### src/hdl/uer_pkg.sv
// Package for the ultrasonic echo ranger: field widths, register indexes,
// payload structs and controller/datapath command and status types.
// No dependencies.
package uer_pkg;

   localparam int ECHO_COUNT_BITS_DEF = 16;
   localparam int MAX_SAMPLES_DEF     = 16;

   localparam int TRIG_W   = 8;
   localparam int SAMP_W   = 5;
   localparam int TIMER_W  = 18;
   localparam int SCALE_W  = 16;
   localparam int SUM_W    = 18;
   localparam int DIST_W   = 14;
   localparam int DIV_W    = SUM_W + 1;
   localparam int DIV_CNT_W = $clog2(DIV_W);
   localparam int REM_W    = SAMP_W + 1;

   localparam int CSR_IDX_W  = 3;
   localparam int CSR_DATA_W = 18;

   localparam logic [CSR_IDX_W-1:0] CSR_TRIGGER_WIDTH = 3'd0;
   localparam logic [CSR_IDX_W-1:0] CSR_SAMPLES       = 3'd1;
   localparam logic [CSR_IDX_W-1:0] CSR_SAMPLE_GAP    = 3'd2;
   localparam logic [CSR_IDX_W-1:0] CSR_SCALE         = 3'd3;

   localparam logic [TRIG_W-1:0]  TRIG_WIDTH_RST = 8'd10;
   localparam logic [SAMP_W-1:0]  SAMPLES_RST    = 5'd1;
   localparam logic [TIMER_W-1:0] SAMPLE_GAP_RST = 18'd250000;
   localparam logic [SCALE_W-1:0] SCALE_RST      = 16'd11249;

   localparam logic [DIST_W-1:0]  DIST_MAX     = 14'h3FFF;
   localparam logic [SUM_W-1:0]   SUM_MAX      = 18'h3FFFF;
   localparam logic [SAMP_W-1:0]  SAMPLES_SAT  = 5'h1F;
   localparam int                 ROUND_HALF   = 32768;
   localparam int                 FRAC_BITS    = 16;

   typedef enum logic [4:0] {
      PH_IDLE = 5'b00001,
      PH_TRIG = 5'b00010,
      PH_WAIT = 5'b00100,
      PH_HIGH = 5'b01000,
      PH_GAP  = 5'b10000
   } phase_type;

   typedef enum logic [6:0] {
      S_IDLE = 7'b0000001,
      S_EVAL = 7'b0000010,
      S_MUL  = 7'b0000100,
      S_ACC  = 7'b0001000,
      S_DIV  = 7'b0010000,
      S_FIN  = 7'b0100000,
      S_OUT  = 7'b1000000
   } ctl_state_type;

   typedef struct packed {
      logic echo_level;
      logic start_request;
   } req_payload_type;

   typedef struct packed {
      logic              trigger_level;
      logic              busy_res;
      logic              done_res;
      logic [DIST_W-1:0] distance_tenths_cm;
   } rsp_payload_type;

   typedef struct packed {
      logic load;
      logic step;
      logic mul;
      logic acc;
      logic div_start;
      logic div_step;
      logic div_finish;
      logic emit;
   } ctl_cmd_type;

   typedef struct packed {
      logic need_mul;
      logic need_div;
      logic div_last;
   } dp_status_type;

endpackage

### src/hdl/ultrasonic_echo_ranger_unit.sv
// Ultrasonic echo ranger top level: joins the sequencer and the datapath.
// Depends on uer_pkg, uer_ctrl and uer_dpath.
//
// Usage: each req_ transfer is one microsecond tick carrying the sampled echo
// pin level and a start request; each tick yields exactly one rsp_ transfer
// with the trigger pin level, busy, a one-tick done flag and the last
// averaged distance in tenths of a centimetre. A start while idle fires the
// trigger, times the echo, converts it with the Q0.16 scale and repeats for
// the configured sample count with a gap after each, then averages.
// One tick at a time: req_stall is high until the sequencer is back in idle.
// A plain tick goes from evaluate to the output register, a tick on the
// falling echo edge goes through a multiply step, then round and
// accumulate, and the tick that stores the average goes through the
// bit-serial divider (19 steps) and a finish step.
// The csr_ port writes registers by index; write only while no tick is open.
// Reset (synchronous) restores register defaults and the idle phase. While
// rsp_stall is high the result holds in the output register; the next tick is
// still taken and computed, and waits until that register drains.
module ultrasonic_echo_ranger_unit #(
   parameter int ECHO_COUNT_BITS = uer_pkg::ECHO_COUNT_BITS_DEF,
   parameter int MAX_SAMPLES     = uer_pkg::MAX_SAMPLES_DEF
) (
   input  logic                           clock,
   input  logic                           reset,
   input  logic                           csr_write_enable,
   input  logic [uer_pkg::CSR_IDX_W-1:0]  csr_index,
   input  logic [uer_pkg::CSR_DATA_W-1:0] csr_wdata,
   input  logic                           req_valid,
   output logic                           req_stall,
   input  uer_pkg::req_payload_type       req_payload,
   output logic                           rsp_valid,
   input  logic                           rsp_stall,
   output uer_pkg::rsp_payload_type       rsp_payload
);

   uer_pkg::ctl_cmd_type   cmd;
   uer_pkg::dp_status_type status;

   uer_ctrl u_ctrl (
      .clock     (clock),
      .reset     (reset),
      .req_valid (req_valid),
      .req_stall (req_stall),
      .rsp_valid (rsp_valid),
      .rsp_stall (rsp_stall),
      .status    (status),
      .cmd       (cmd)
   );

   uer_dpath #(
      .ECHO_COUNT_BITS (ECHO_COUNT_BITS),
      .MAX_SAMPLES     (MAX_SAMPLES)
   ) u_dpath (
      .clock            (clock),
      .reset            (reset),
      .csr_write_enable (csr_write_enable),
      .csr_index        (csr_index),
      .csr_wdata        (csr_wdata),
      .req_payload      (req_payload),
      .rsp_payload      (rsp_payload),
      .cmd              (cmd),
      .status           (status)
   );

endmodule

### src/hdl/uer_ctrl.sv
// Sequencer for the echo ranger: walks one tick through evaluate, multiply,
// accumulate or divide, then loads the output register. Uses uer_pkg.
module uer_ctrl (
   input  logic                   clock,
   input  logic                   reset,
   input  logic                   req_valid,
   output logic                   req_stall,
   output logic                   rsp_valid,
   input  logic                   rsp_stall,
   input  uer_pkg::dp_status_type status,
   output uer_pkg::ctl_cmd_type   cmd
);

   uer_pkg::ctl_state_type state_ff, state_in;
   logic                   rsp_valid_ff, rsp_valid_in;
   logic                   out_free;

   assign out_free  = !rsp_valid_ff || !rsp_stall;
   assign req_stall = (state_ff != uer_pkg::S_IDLE);
   assign rsp_valid = rsp_valid_ff;

   always_comb begin
      state_in = state_ff;
      cmd      = '0;
      unique case (state_ff)
         uer_pkg::S_IDLE: begin
            if (req_valid) begin
               cmd.load = 1'b1;
               state_in = uer_pkg::S_EVAL;
            end
         end
         uer_pkg::S_EVAL: begin
            if (status.need_mul) begin
               state_in = uer_pkg::S_MUL;
            end else if (status.need_div) begin
               cmd.div_start = 1'b1;
               state_in      = uer_pkg::S_DIV;
            end else begin
               cmd.step = 1'b1;
               state_in = uer_pkg::S_OUT;
            end
         end
         uer_pkg::S_MUL: begin
            cmd.mul  = 1'b1;
            state_in = uer_pkg::S_ACC;
         end
         uer_pkg::S_ACC: begin
            cmd.acc  = 1'b1;
            state_in = uer_pkg::S_OUT;
         end
         uer_pkg::S_DIV: begin
            cmd.div_step = 1'b1;
            if (status.div_last) begin
               state_in = uer_pkg::S_FIN;
            end
         end
         uer_pkg::S_FIN: begin
            cmd.div_finish = 1'b1;
            state_in       = uer_pkg::S_OUT;
         end
         uer_pkg::S_OUT: begin
            // hold until the output register is free or drains this cycle
            if (out_free) begin
               cmd.emit = 1'b1;
               state_in = uer_pkg::S_IDLE;
            end
         end
         default: begin
            state_in = uer_pkg::S_IDLE;
         end
      endcase
   end

   always_comb begin
      rsp_valid_in = rsp_valid_ff && rsp_stall;
      if (cmd.emit) begin
         rsp_valid_in = 1'b1;
      end
   end

   always_ff @(posedge clock) begin
      if (reset) begin
         state_ff     <= uer_pkg::S_IDLE;
         rsp_valid_ff <= 1'b0;
      end else begin
         state_ff     <= state_in;
         rsp_valid_ff <= rsp_valid_in;
      end
   end

`ifndef SYNTH
   a_accept_to_eval: assert property (@(posedge clock) disable iff (reset)
      (req_valid && !req_stall) |=> (state_ff == uer_pkg::S_EVAL))
      else $error("accepted transfer did not move to evaluate");
   a_emit_free: assert property (@(posedge clock) disable iff (reset)
      cmd.emit |-> (!rsp_valid_ff || !rsp_stall))
      else $error("output register overwritten while stalled");
   a_mul_to_acc: assert property (@(posedge clock) disable iff (reset)
      (state_ff == uer_pkg::S_MUL) |=> (state_ff == uer_pkg::S_ACC))
      else $error("multiply not followed by accumulate");
`endif

endmodule

### src/hdl/uer_dpath.sv
// Datapath for the echo ranger: config registers, phase state, echo counter,
// scaling multiplier, sum, serial divider and output register. Uses uer_pkg.
module uer_dpath #(
   parameter int ECHO_COUNT_BITS = uer_pkg::ECHO_COUNT_BITS_DEF,
   parameter int MAX_SAMPLES     = uer_pkg::MAX_SAMPLES_DEF
) (
   input  logic                                clock,
   input  logic                                reset,
   input  logic                                csr_write_enable,
   input  logic [uer_pkg::CSR_IDX_W-1:0]       csr_index,
   input  logic [uer_pkg::CSR_DATA_W-1:0]      csr_wdata,
   input  uer_pkg::req_payload_type            req_payload,
   output uer_pkg::rsp_payload_type            rsp_payload,
   input  uer_pkg::ctl_cmd_type                cmd,
   output uer_pkg::dp_status_type              status
);

   localparam int PROD_W = ECHO_COUNT_BITS + uer_pkg::SCALE_W;
   localparam logic [ECHO_COUNT_BITS-1:0] ECHO_MAX = {ECHO_COUNT_BITS{1'b1}};

   // configuration
   logic [uer_pkg::TRIG_W-1:0]  trig_width_ff;
   logic [uer_pkg::SAMP_W-1:0]  samples_cfg_ff;
   logic [uer_pkg::TIMER_W-1:0] gap_ff;
   logic [uer_pkg::SCALE_W-1:0] scale_ff;

   // latched tick
   logic echo_ff, start_ff;

   // sequence state
   uer_pkg::phase_type           phase_ff, phase_in;
   logic [uer_pkg::TIMER_W-1:0]  timer_ff, timer_in;
   logic [ECHO_COUNT_BITS-1:0]   echo_count_ff, echo_count_in;
   logic [uer_pkg::SAMP_W-1:0]   samples_done_ff, samples_done_in;
   logic [uer_pkg::SUM_W-1:0]    sum_ff, sum_in;
   logic [uer_pkg::DIST_W-1:0]   average_ff, average_in;
   logic                         done_ff, done_in;

   // arithmetic
   logic [PROD_W-1:0]              product_ff;
   logic [PROD_W:0]                rounded;
   logic [PROD_W:0]                dist_wide;
   logic [uer_pkg::DIST_W-1:0]     dist_sat;
   logic [uer_pkg::SUM_W:0]        sum_wide;
   logic [uer_pkg::SAMP_W-1:0]     target_n;
   logic [uer_pkg::SAMP_W-1:0]     divisor_ff;
   logic [uer_pkg::DIV_W-1:0]      quo_ff, quo_in;
   logic [uer_pkg::REM_W-1:0]      rem_ff, rem_in;
   logic [uer_pkg::DIV_CNT_W-1:0]  div_cnt_ff, div_cnt_in;
   logic [uer_pkg::REM_W-1:0]      trial;
   logic                           quo_bit;

   uer_pkg::rsp_payload_type rsp_payload_ff;

   // sample count clamped to one through MAX_SAMPLES
   always_comb begin
      if (samples_cfg_ff == '0) begin
         target_n = uer_pkg::SAMP_W'(1);
      end else if (int'(samples_cfg_ff) > MAX_SAMPLES) begin
         target_n = uer_pkg::SAMP_W'(MAX_SAMPLES);
      end else begin
         target_n = samples_cfg_ff;
      end
   end

   assign status.need_mul = (phase_ff == uer_pkg::PH_HIGH) && !echo_ff;
   assign status.need_div = (phase_ff == uer_pkg::PH_GAP) && (timer_ff >= gap_ff)
                            && (samples_done_ff >= target_n);
   assign status.div_last = (div_cnt_ff == uer_pkg::DIV_CNT_W'(uer_pkg::DIV_W - 1));

   // round half up, drop the fraction, saturate
   assign rounded   = {1'b0, product_ff} + (PROD_W + 1)'(uer_pkg::ROUND_HALF);
   assign dist_wide = rounded >> uer_pkg::FRAC_BITS;
   assign dist_sat  = (dist_wide > (PROD_W + 1)'(uer_pkg::DIST_MAX)) ? uer_pkg::DIST_MAX
                                                                      : uer_pkg::DIST_W'(dist_wide);
   assign sum_wide  = {1'b0, sum_ff} + (uer_pkg::SUM_W + 1)'(dist_sat);

   // one restoring divide step
   assign trial   = {rem_ff[uer_pkg::REM_W-2:0], quo_ff[uer_pkg::DIV_W-1]};
   assign quo_bit = (trial >= {1'b0, divisor_ff});

   always_comb begin
      phase_in        = phase_ff;
      timer_in        = timer_ff;
      echo_count_in   = echo_count_ff;
      samples_done_in = samples_done_ff;
      sum_in          = sum_ff;
      average_in      = average_ff;
      done_in         = done_ff;
      quo_in          = quo_ff;
      rem_in          = rem_ff;
      div_cnt_in      = div_cnt_ff;

      if (cmd.load) begin
         done_in = 1'b0;
      end

      if (cmd.step) begin
         unique case (phase_ff)
            uer_pkg::PH_IDLE: begin
               if (start_ff) begin
                  phase_in        = uer_pkg::PH_TRIG;
                  timer_in        = uer_pkg::TIMER_W'(1);
                  samples_done_in = '0;
                  sum_in          = '0;
                  echo_count_in   = '0;
               end
            end
            uer_pkg::PH_TRIG: begin
               if (timer_ff >= uer_pkg::TIMER_W'(trig_width_ff)) begin
                  phase_in = uer_pkg::PH_WAIT;
                  timer_in = '0;
               end else begin
                  timer_in = timer_ff + uer_pkg::TIMER_W'(1);
               end
            end
            uer_pkg::PH_WAIT: begin
               if (echo_ff) begin
                  phase_in      = uer_pkg::PH_HIGH;
                  echo_count_in = ECHO_COUNT_BITS'(1);
               end
            end
            uer_pkg::PH_HIGH: begin
               // echo still high here; falling edge goes through accumulate
               if (echo_count_ff != ECHO_MAX) begin
                  echo_count_in = echo_count_ff + ECHO_COUNT_BITS'(1);
               end
            end
            uer_pkg::PH_GAP: begin
               // gap expiry with samples complete goes through the divider
               if (timer_ff >= gap_ff) begin
                  phase_in      = uer_pkg::PH_TRIG;
                  timer_in      = uer_pkg::TIMER_W'(1);
                  echo_count_in = '0;
               end else begin
                  timer_in = timer_ff + uer_pkg::TIMER_W'(1);
               end
            end
            default: begin
               phase_in = uer_pkg::PH_IDLE;
               timer_in = '0;
            end
         endcase
      end

      if (cmd.acc) begin
         sum_in = (sum_wide > {1'b0, uer_pkg::SUM_MAX}) ? uer_pkg::SUM_MAX
                                                        : sum_wide[uer_pkg::SUM_W-1:0];
         if (samples_done_ff != uer_pkg::SAMPLES_SAT) begin
            samples_done_in = samples_done_ff + uer_pkg::SAMP_W'(1);
         end
         phase_in = uer_pkg::PH_GAP;
         timer_in = '0;
      end

      if (cmd.div_start) begin
         quo_in     = {1'b0, sum_ff} + uer_pkg::DIV_W'(target_n >> 1);
         rem_in     = '0;
         div_cnt_in = '0;
      end

      if (cmd.div_step) begin
         rem_in     = quo_bit ? (trial - {1'b0, divisor_ff}) : trial;
         quo_in     = {quo_ff[uer_pkg::DIV_W-2:0], quo_bit};
         div_cnt_in = div_cnt_ff + uer_pkg::DIV_CNT_W'(1);
      end

      if (cmd.div_finish) begin
         average_in = (quo_ff > uer_pkg::DIV_W'(uer_pkg::DIST_MAX)) ? uer_pkg::DIST_MAX
                                                                    : quo_ff[uer_pkg::DIST_W-1:0];
         done_in    = 1'b1;
         phase_in   = uer_pkg::PH_IDLE;
         timer_in   = '0;
      end
   end

   always_ff @(posedge clock) begin
      if (reset) begin
         trig_width_ff   <= uer_pkg::TRIG_WIDTH_RST;
         samples_cfg_ff  <= uer_pkg::SAMPLES_RST;
         gap_ff          <= uer_pkg::SAMPLE_GAP_RST;
         scale_ff        <= uer_pkg::SCALE_RST;
         phase_ff        <= uer_pkg::PH_IDLE;
         timer_ff        <= '0;
         echo_count_ff   <= '0;
         samples_done_ff <= '0;
         sum_ff          <= '0;
         average_ff      <= '0;
         done_ff         <= 1'b0;
         div_cnt_ff      <= '0;
      end else begin
         if (csr_write_enable) begin
            unique case (csr_index)
               uer_pkg::CSR_TRIGGER_WIDTH: trig_width_ff <= csr_wdata[uer_pkg::TRIG_W-1:0];
               uer_pkg::CSR_SAMPLES:       samples_cfg_ff <= csr_wdata[uer_pkg::SAMP_W-1:0];
               uer_pkg::CSR_SAMPLE_GAP:    gap_ff <= csr_wdata[uer_pkg::TIMER_W-1:0];
               uer_pkg::CSR_SCALE:         scale_ff <= csr_wdata[uer_pkg::SCALE_W-1:0];
               default: begin
               end
            endcase
         end
         phase_ff        <= phase_in;
         timer_ff        <= timer_in;
         echo_count_ff   <= echo_count_in;
         samples_done_ff <= samples_done_in;
         sum_ff          <= sum_in;
         average_ff      <= average_in;
         done_ff         <= done_in;
         div_cnt_ff      <= div_cnt_in;
      end
   end

   always_ff @(posedge clock) begin
      if (cmd.load) begin
         echo_ff  <= req_payload.echo_level;
         start_ff <= req_payload.start_request;
      end
      if (cmd.mul) begin
         product_ff <= PROD_W'(echo_count_ff) * PROD_W'(scale_ff);
      end
      if (cmd.div_start) begin
         divisor_ff <= target_n;
      end
      quo_ff <= quo_in;
      rem_ff <= rem_in;
      if (cmd.emit) begin
         rsp_payload_ff.trigger_level      <= (phase_ff == uer_pkg::PH_TRIG);
         rsp_payload_ff.busy_res           <= (phase_ff != uer_pkg::PH_IDLE);
         rsp_payload_ff.done_res           <= done_ff;
         rsp_payload_ff.distance_tenths_cm <= average_ff;
      end
   end

   assign rsp_payload = rsp_payload_ff;

`ifndef SYNTH
   a_done_idle: assert property (@(posedge clock) disable iff (reset)
      done_ff |-> (phase_ff == uer_pkg::PH_IDLE))
      else $error("done flagged outside idle phase");
   a_div_rem_bound: assert property (@(posedge clock) disable iff (reset)
      $past(cmd.div_step) |-> (rem_ff < {1'b0, divisor_ff}))
      else $error("divider remainder not below divisor");
`endif

endmodule

### config.mk
export PLATFORM = sky130hd
export DESIGN_NAME = ultrasonic_echo_ranger_unit
export DESIGN_NICKNAME = d
export VERILOG_FILES = /design/src/hdl/uer_pkg.sv /design/src/hdl/ultrasonic_echo_ranger_unit.sv /design/src/hdl/uer_ctrl.sv /design/src/hdl/uer_dpath.sv
export SDC_FILE = /design/constraint.sdc
export NUM_CORES = 1
export LEC_CHECK = 0
export CORE_MARGIN = 2
export CORE_UTILIZATION = 31
export CTS_CLUSTER_DIAMETER = 150
export DETAILED_ROUTE_END_ITERATION = 8
export DONT_BUFFER_PORTS = 1
export GPL_ROUTABILITY_DRIVEN = 1
export PLACE_DENSITY = 0.48
export REMOVE_ABC_BUFFERS = 1
export SLEW_MARGIN = 20
export SYNTH_ARGS = -nofsm -noshare
export SYNTH_HDL_FRONTEND = slang
export SYNTH_SLANG_ARGS = --single-unit
### constraint.sdc
create_clock -name clock -period 6.2 [get_ports clock]
set_clock_uncertainty 0.15 [all_clocks]
set_input_delay 0.31 -clock clock [delete_from_list [all_inputs] [get_ports clock]]
set_output_delay 0.31 -clock clock [all_outputs]
set_load 0.05 [all_outputs]
; Word level (Yosys, flattened, before mapping)
; Cells that the tools add are included.
[op_classes]
n_reduce_logical = 30
mul = 1
magnitude_cmp = 8
bitwise_logic = 2
eq_ne = 33
n_mux = 60
add_sub_neg = 8
[op_table]
columns = cell, count
row1 = 18-bit two-way mux, 8
row2 = 5-bit two-way mux, 18
row3 = 18-bit case mux with 4 select lines, 1
row4 = 16-bit two-way mux, 4
row5 = 16-bit case mux with 4 select lines, 1
row6 = 7-bit case mux with 6 select lines, 1
row7 = 19-bit two-way mux, 2
row8 = 7-bit two-way mux, 5
row9 = 32-bit by 16-bit adder with 33-bit output (second input constant), 1
row10 = 16-bit by 16-bit multiplier with 32-bit output, 1
row11 = 14-bit two-way mux, 2
row12 = 5-bit case mux with 5 select lines, 1
row13 = 18-bit by 14-bit adder with 19-bit output, 1
row14 = 18-bit by 4-bit adder with 19-bit output, 1
row15 = 19-bit by 14-bit > comparator with 1-bit output (second input constant), 1
row16 = 19-bit by 18-bit > comparator with 1-bit output (second input constant), 1
row17 = 18-bit by 1-bit adder with 18-bit output (second input constant), 1
row18 = 18-bit >= comparator, 1
row19 = 18-bit by 8-bit >= comparator with 1-bit output, 1
row20 = 6-bit AND reduction, 3
row21 = 17-bit by 14-bit > comparator with 1-bit output (second input constant), 1
row22 = 1-bit two-way mux, 17
row23 = 16-bit by 1-bit adder with 16-bit output (second input constant), 1
row24 = 16-bit inequality test (second input constant), 1
row25 = other kinds (38), 67
[totals]
inputBits = 28
register_bits = 217
wordCells = 167
output_inout_bits = 19

; Depth between registers and ports, before layout
[logic_depth]
depth_word = 11
depth_mapped = 24
ltp_nobuf = 22

; Modules after synthesis
; Synthesis repeated with hierarchy kept, for this count alone.
[hier_totals]
cells_unflattened = 2058
hier_area_um2 = 18305.1
[modules_own_cells]
columns = mod, n_inst, area_each_um2, seq_area_each_um2, cells_per_inst
row1 = uer_dpath, 1, 17855.9, 4534.3, 2002
row2 = uer_ctrl, 1, 449.2, 160.2, 56

; Least setup slack after synthesis
; Ideal clock, no wire load.
[synth_path]
path_kind = register to register
start = register u_dpath.echo_count_ff[9]
end = register u_dpath.product_ff[26] (data pin)
path_slack_ps = -428
path_stages_with_launch = 22
synth_period_minus_slack_ps = 6628
setup_time_ps = 258
t_arrival_ps = 6220
n_path_buf = 2
required_ps = 5792
cell_sequence = dfxtp_1 -> clkbuf_1 -> buf_1 -> nand2_1 -> fa_1 -> inv_1 -> fa_1 -> fa_1 -> fa_1 -> inv_1 -> fa_1 -> inv_1 -> fa_1 -> ha_1 -> nand4_1 -> a211oi_1 -> a221oi_1 -> o31ai_1 -> nor4_1 -> o41ai_1 -> a21oi_1 -> xnor2_1
[synth_between]
elab_chain_cells = 1
[synth_rtl]
columns = item, line_no
row1 = start: declaration, uer_dpath.sv:33  ; logic [ECHO_COUNT_BITS-1:0] echo_count_ff, echo_count_in;
row2 = start signal: assignment, uer_dpath.sv:204  ; echo_count_ff <= echo_count_in;
row3 = 16-bit by 16-bit multiplier with 32-bit output, uer_dpath.sv:219  ; product_ff <= PROD_W'(echo_count_ff) * PROD_W'(scale_ff);
row4 = end signal: assignment, uer_dpath.sv:219
row5 = end: declaration, uer_dpath.sv:40  ; logic [PROD_W-1:0] product_ff;
; Every way passes these cells.
; A chain may end at the register's enable or synchronous reset.

; Worst setup path in the final report
[layout_path]
start = register u_dpath.scale_ff[5] (netlist name)
end = register u_dpath.product_ff[30] (data pin)
[layout_between]
elab_chain_cells = 1
[layout_rtl]
columns = item, line_no
row1 = start: declaration, uer_dpath.sv:25  ; logic [uer_pkg::SCALE_W-1:0] scale_ff;
row2 = start signal: assignment, uer_dpath.sv:182  ; scale_ff <= uer_pkg::SCALE_RST;
row3 = start signal: assignment, uer_dpath.sv:197  ; uer_pkg::CSR_SCALE: scale_ff <= csr_wdata[uer_pkg::SCALE_W-1:0];
row4 = 16-bit by 16-bit multiplier with 32-bit output, uer_dpath.sv:219
; Every way passes these cells.

==> impl_metrics.toml <==
[die]
start_util_pct = 31.49
io_pins = 47
die_h_um = 246.8
dieArea_mm2 = 0.06090
num_rows = 88
chipWidth_um = 246.8
core_area_mm2 = 0.05803

[sta]
setup_slack_ps = 135.2
finalHoldViolCount = 0
period_minus_slack_ps = 6065
relSlewSlack_pct = 31.11
tightest_slew_ps = 1025
setup_violations = 0
timing.final.crit_share_pct = 97.82
max_freq_ghz = 0.1649
slew_violations = 0

[placed_design]
io_buffers = 0
place_ws_ps = -345.0
post-dp-hpwl_mm = 38.09
gp_congestion = 0.8189

[global_routing]
antenna_found_initial = 1
overflow = 0
grt_max_degree = 74
grt_pass1_vias = 14370
grt_usage_pct = 15.90
grt_pass1_wl_mm = 77.80

[clock_network]
cts_buffers = 25
insertion_delay_ps = 540
cts-root-buf = "clkbuf_16"
cts_tree = "built"
clkSlewWorstSetupHoldPaths_ps = 60
cts.sinks = 202
h-tree-depth = 1
clockBufferDepth = 3

[synth]
async_flop_share_pct = 0
yosys_warnings = 0
synthFlopType = "dfxtp_1"
avgSynthCellArea_um2 = 8.870
seq_area_frac_synth_pct = 25.69
synth-seq-cells = 202
synth_edf_count = 65
syn_area_mm2 = 0.01827
synthCells = 2060
yosysUniqueCellTypes = 66

[power]
power.internal_w = 0.002258
p_per_area_mw_per_mm2 = 142.2
p_switching_w = 0.0007716
p_seq_share_pct = 46.4
ir_worst_vdd_uv = 198.9
p_clk_share_pct = 46.5
leakagePower_nw = 9.519
netSwitchingFraction_pct = 25.47
p_comb_share_pct = 7.1

[detailed_routing]
avgViaCountPerCell = 4.835
drt-initial-drc-count = 590
wirelength_mm = 48.05
drt_first_pass_iters = 4
wl_per_cell_um = 16.46
vias = 14110
drc_errors = 0
ant_nets = 0

[status]
status = "complete, no violations"

[finish]
fin_util_pct = 36.73
drive_gt1_share_pct = 13.14
syn_to_final_growth_pct = 16.65
fillCellCount = 5894
fin_nets = 2521

[setup_path]
cp-start-kind = "register"
arrival_ps = 6190
crit_fanout = 4
worstSetupPathType = "reg -> reg"
worstPathRequired_ps = 6330
cp-end-kind = "register"

[flow_run]
drv_cap = 0

[hold_path]
hold_path.class = "in -> reg"
## final timing paths
check	depth (start not counted)	from	slack (ps)	to
setup / recovery	23	u_dpath.scale_ff[5]	140	u_dpath.product_ff[30]
hold / removal	3	csr_index[0]	30	u_dpath.trig_width_ff[3]
setup reg to reg	23	u_dpath.scale_ff[5]	140	u_dpath.product_ff[30]
hold reg to reg	0	u_dpath.done_ff	280	u_dpath.rsp_payload[14]
## cells in the mapped netlist, drive strengths merged (11+ instances only)
master	instances	area (um2)
inv	281	1055
nand2b	11	68.82
nand2	304	1141
nand4	17	106.4
fa	196	3924
a21o	19	142.6
a21oi	113	565.5
nor3	40	200.2
a211oi	19	142.6
nor4	20	137.6
o21ai	46	234.0
ha	163	2039
edfxtp	65	1952
clkbuf	97	367.8
xnor2	57	499.2
dfxtp	137	2743
mux2i	14	140.1
o221a	14	157.7
and3	24	150.1
and2	93	581.8
xor2	22	192.7
nor2	132	495.5
nand3	48	240.2
## through the flow
stage | total power [W] | instance area, um2 | hold WS, ps | TNS (ps) | std cells
after floorplan | 0.001556 | 17860 | 229.1 | -226.9 | 1953
after global placement | 0.001621 | 19650 | 259.0 | -1238 | 2824
after detailed placement | 0.001623 | 19650 | 259.0 | -1842 | 2824
after CTS | 0.003080 | 20790 | 4.217 | 0 | 2895
after global routing | 0.003151 | 21320 | 39.07 | -45.78 | 2919
final | 0.003030 | 21320 | 30.80 | 0 | 2919
## routing by layer
| layer | vias up | share of wire (%) | GRT usage (%) |
|---|---|---|---|
| li1 | 6902 | - | - |
| met1 | 6971 | 48 | 22.25 |
| met2 | 187 | 47 | 26.75 |
| met3 | 52 | 2.6 | 1.259 |
| met4 | 0 | 1.7 | 3.384 |
| met5 | - | 0 | 0 |
## flip-flops by register name, indices dropped and copies added (netlist names), 7 cells and up
name / cells
u_dpath.scale_ff: 16
u_dpath.timer_ff: 18
u_dpath.rsp_payload: 17
u_dpath.quo_ff: 19
u_dpath.product_ff: 17
u_dpath.gap_ff: 18
u_ctrl.state_ff: 7
u_dpath.average_ff: 14
u_dpath.trig_width_ff: 8
u_dpath.sum_ff: 18
u_dpath.echo_count_ff: 16
## cells in the final DEF (no fill, tap or decap), types with 22 or more instances in the layout
cell / count
fa_1: 191
xnor2_1: 57
clkbuf_16: 25
nand3_1: 48
ha_1: 150
o21ai_0: 39
and2_1: 93
and3_1: 24
nor2_1: 131
dfxtp_1: 109
buf_4: 111
a21oi_1: 107
nor3_1: 40
dlygate4sd3_1: 24
inv_1: 274
edfxtp_1: 65
nand2_1: 296
xor2_1: 22
## cells by family after synthesis
logic type	after synthesis	share of synthesized area, %
xor+xnor	79	3.787
mux	16	0.8901
simple gates	744	19.39
buf+inv	388	8.011
flops	202	25.69
compound gates	272	9.600
fa+ha+maj	359	32.63
## timing repair
item                                    4_1_cts  5_1_grt
pin swaps                                     2       56
gates resized for setup                      31       93
hold buffers                                 25        0
endpoints found under the setup margin       12       13
hold endpoints to repair                    103        0
setup buffers                                 0       24
## final cells by class
type | instances | area [um2] | area share, %
diodes | 1 | 2.502 | 0.01174
clock buffers | 36 | 726.9 | 3.410
clock inverters | 10 | 62.56 | 0.2935
inverters | 281 | 1055 | 4.948
multi-input cells | 1470 | 12390 | 58.13
flip-flops and latches | 202 | 4777 | 22.41
well taps | 765 | 957.2 | 4.490
repair buffers | 154 | 1344 | 6.304
## critical path, stage by stage (launching register included)
cell,delay (ps)
dfxtp_4,390
buf_6,120
buf_4,120
nand2_1,70
fa_1,500
inv_1,50
fa_1,540
inv_1,50
fa_1,460
fa_1,530
fa_1,500
inv_1,60
fa_2,560
ha_2,190
a21oi_2,60
o211ai_1,270
a221oi_2,60
buf_4,170
o31ai_4,290
nand4_1,170
buf_4,160
nand3b_1,120
a21oi_1,100
xnor2_1,130
## power by group through the flow
stage | logic [W] | clock network [W] | registers (W)
floorplan | 0.000121 | 0 | 0.00143
global placement | 0.000182 | 0 | 0.00144
detailed placement | 0.000184 | 0 | 0.00144
CTS | 0.000214 | 0.00146 | 0.00141
global route | 0.000239 | 0.00150 | 0.00141
finish | 0.000216 | 0.00141 | 0.00140
No activity file was read; power rests on OpenSTA's default activity.
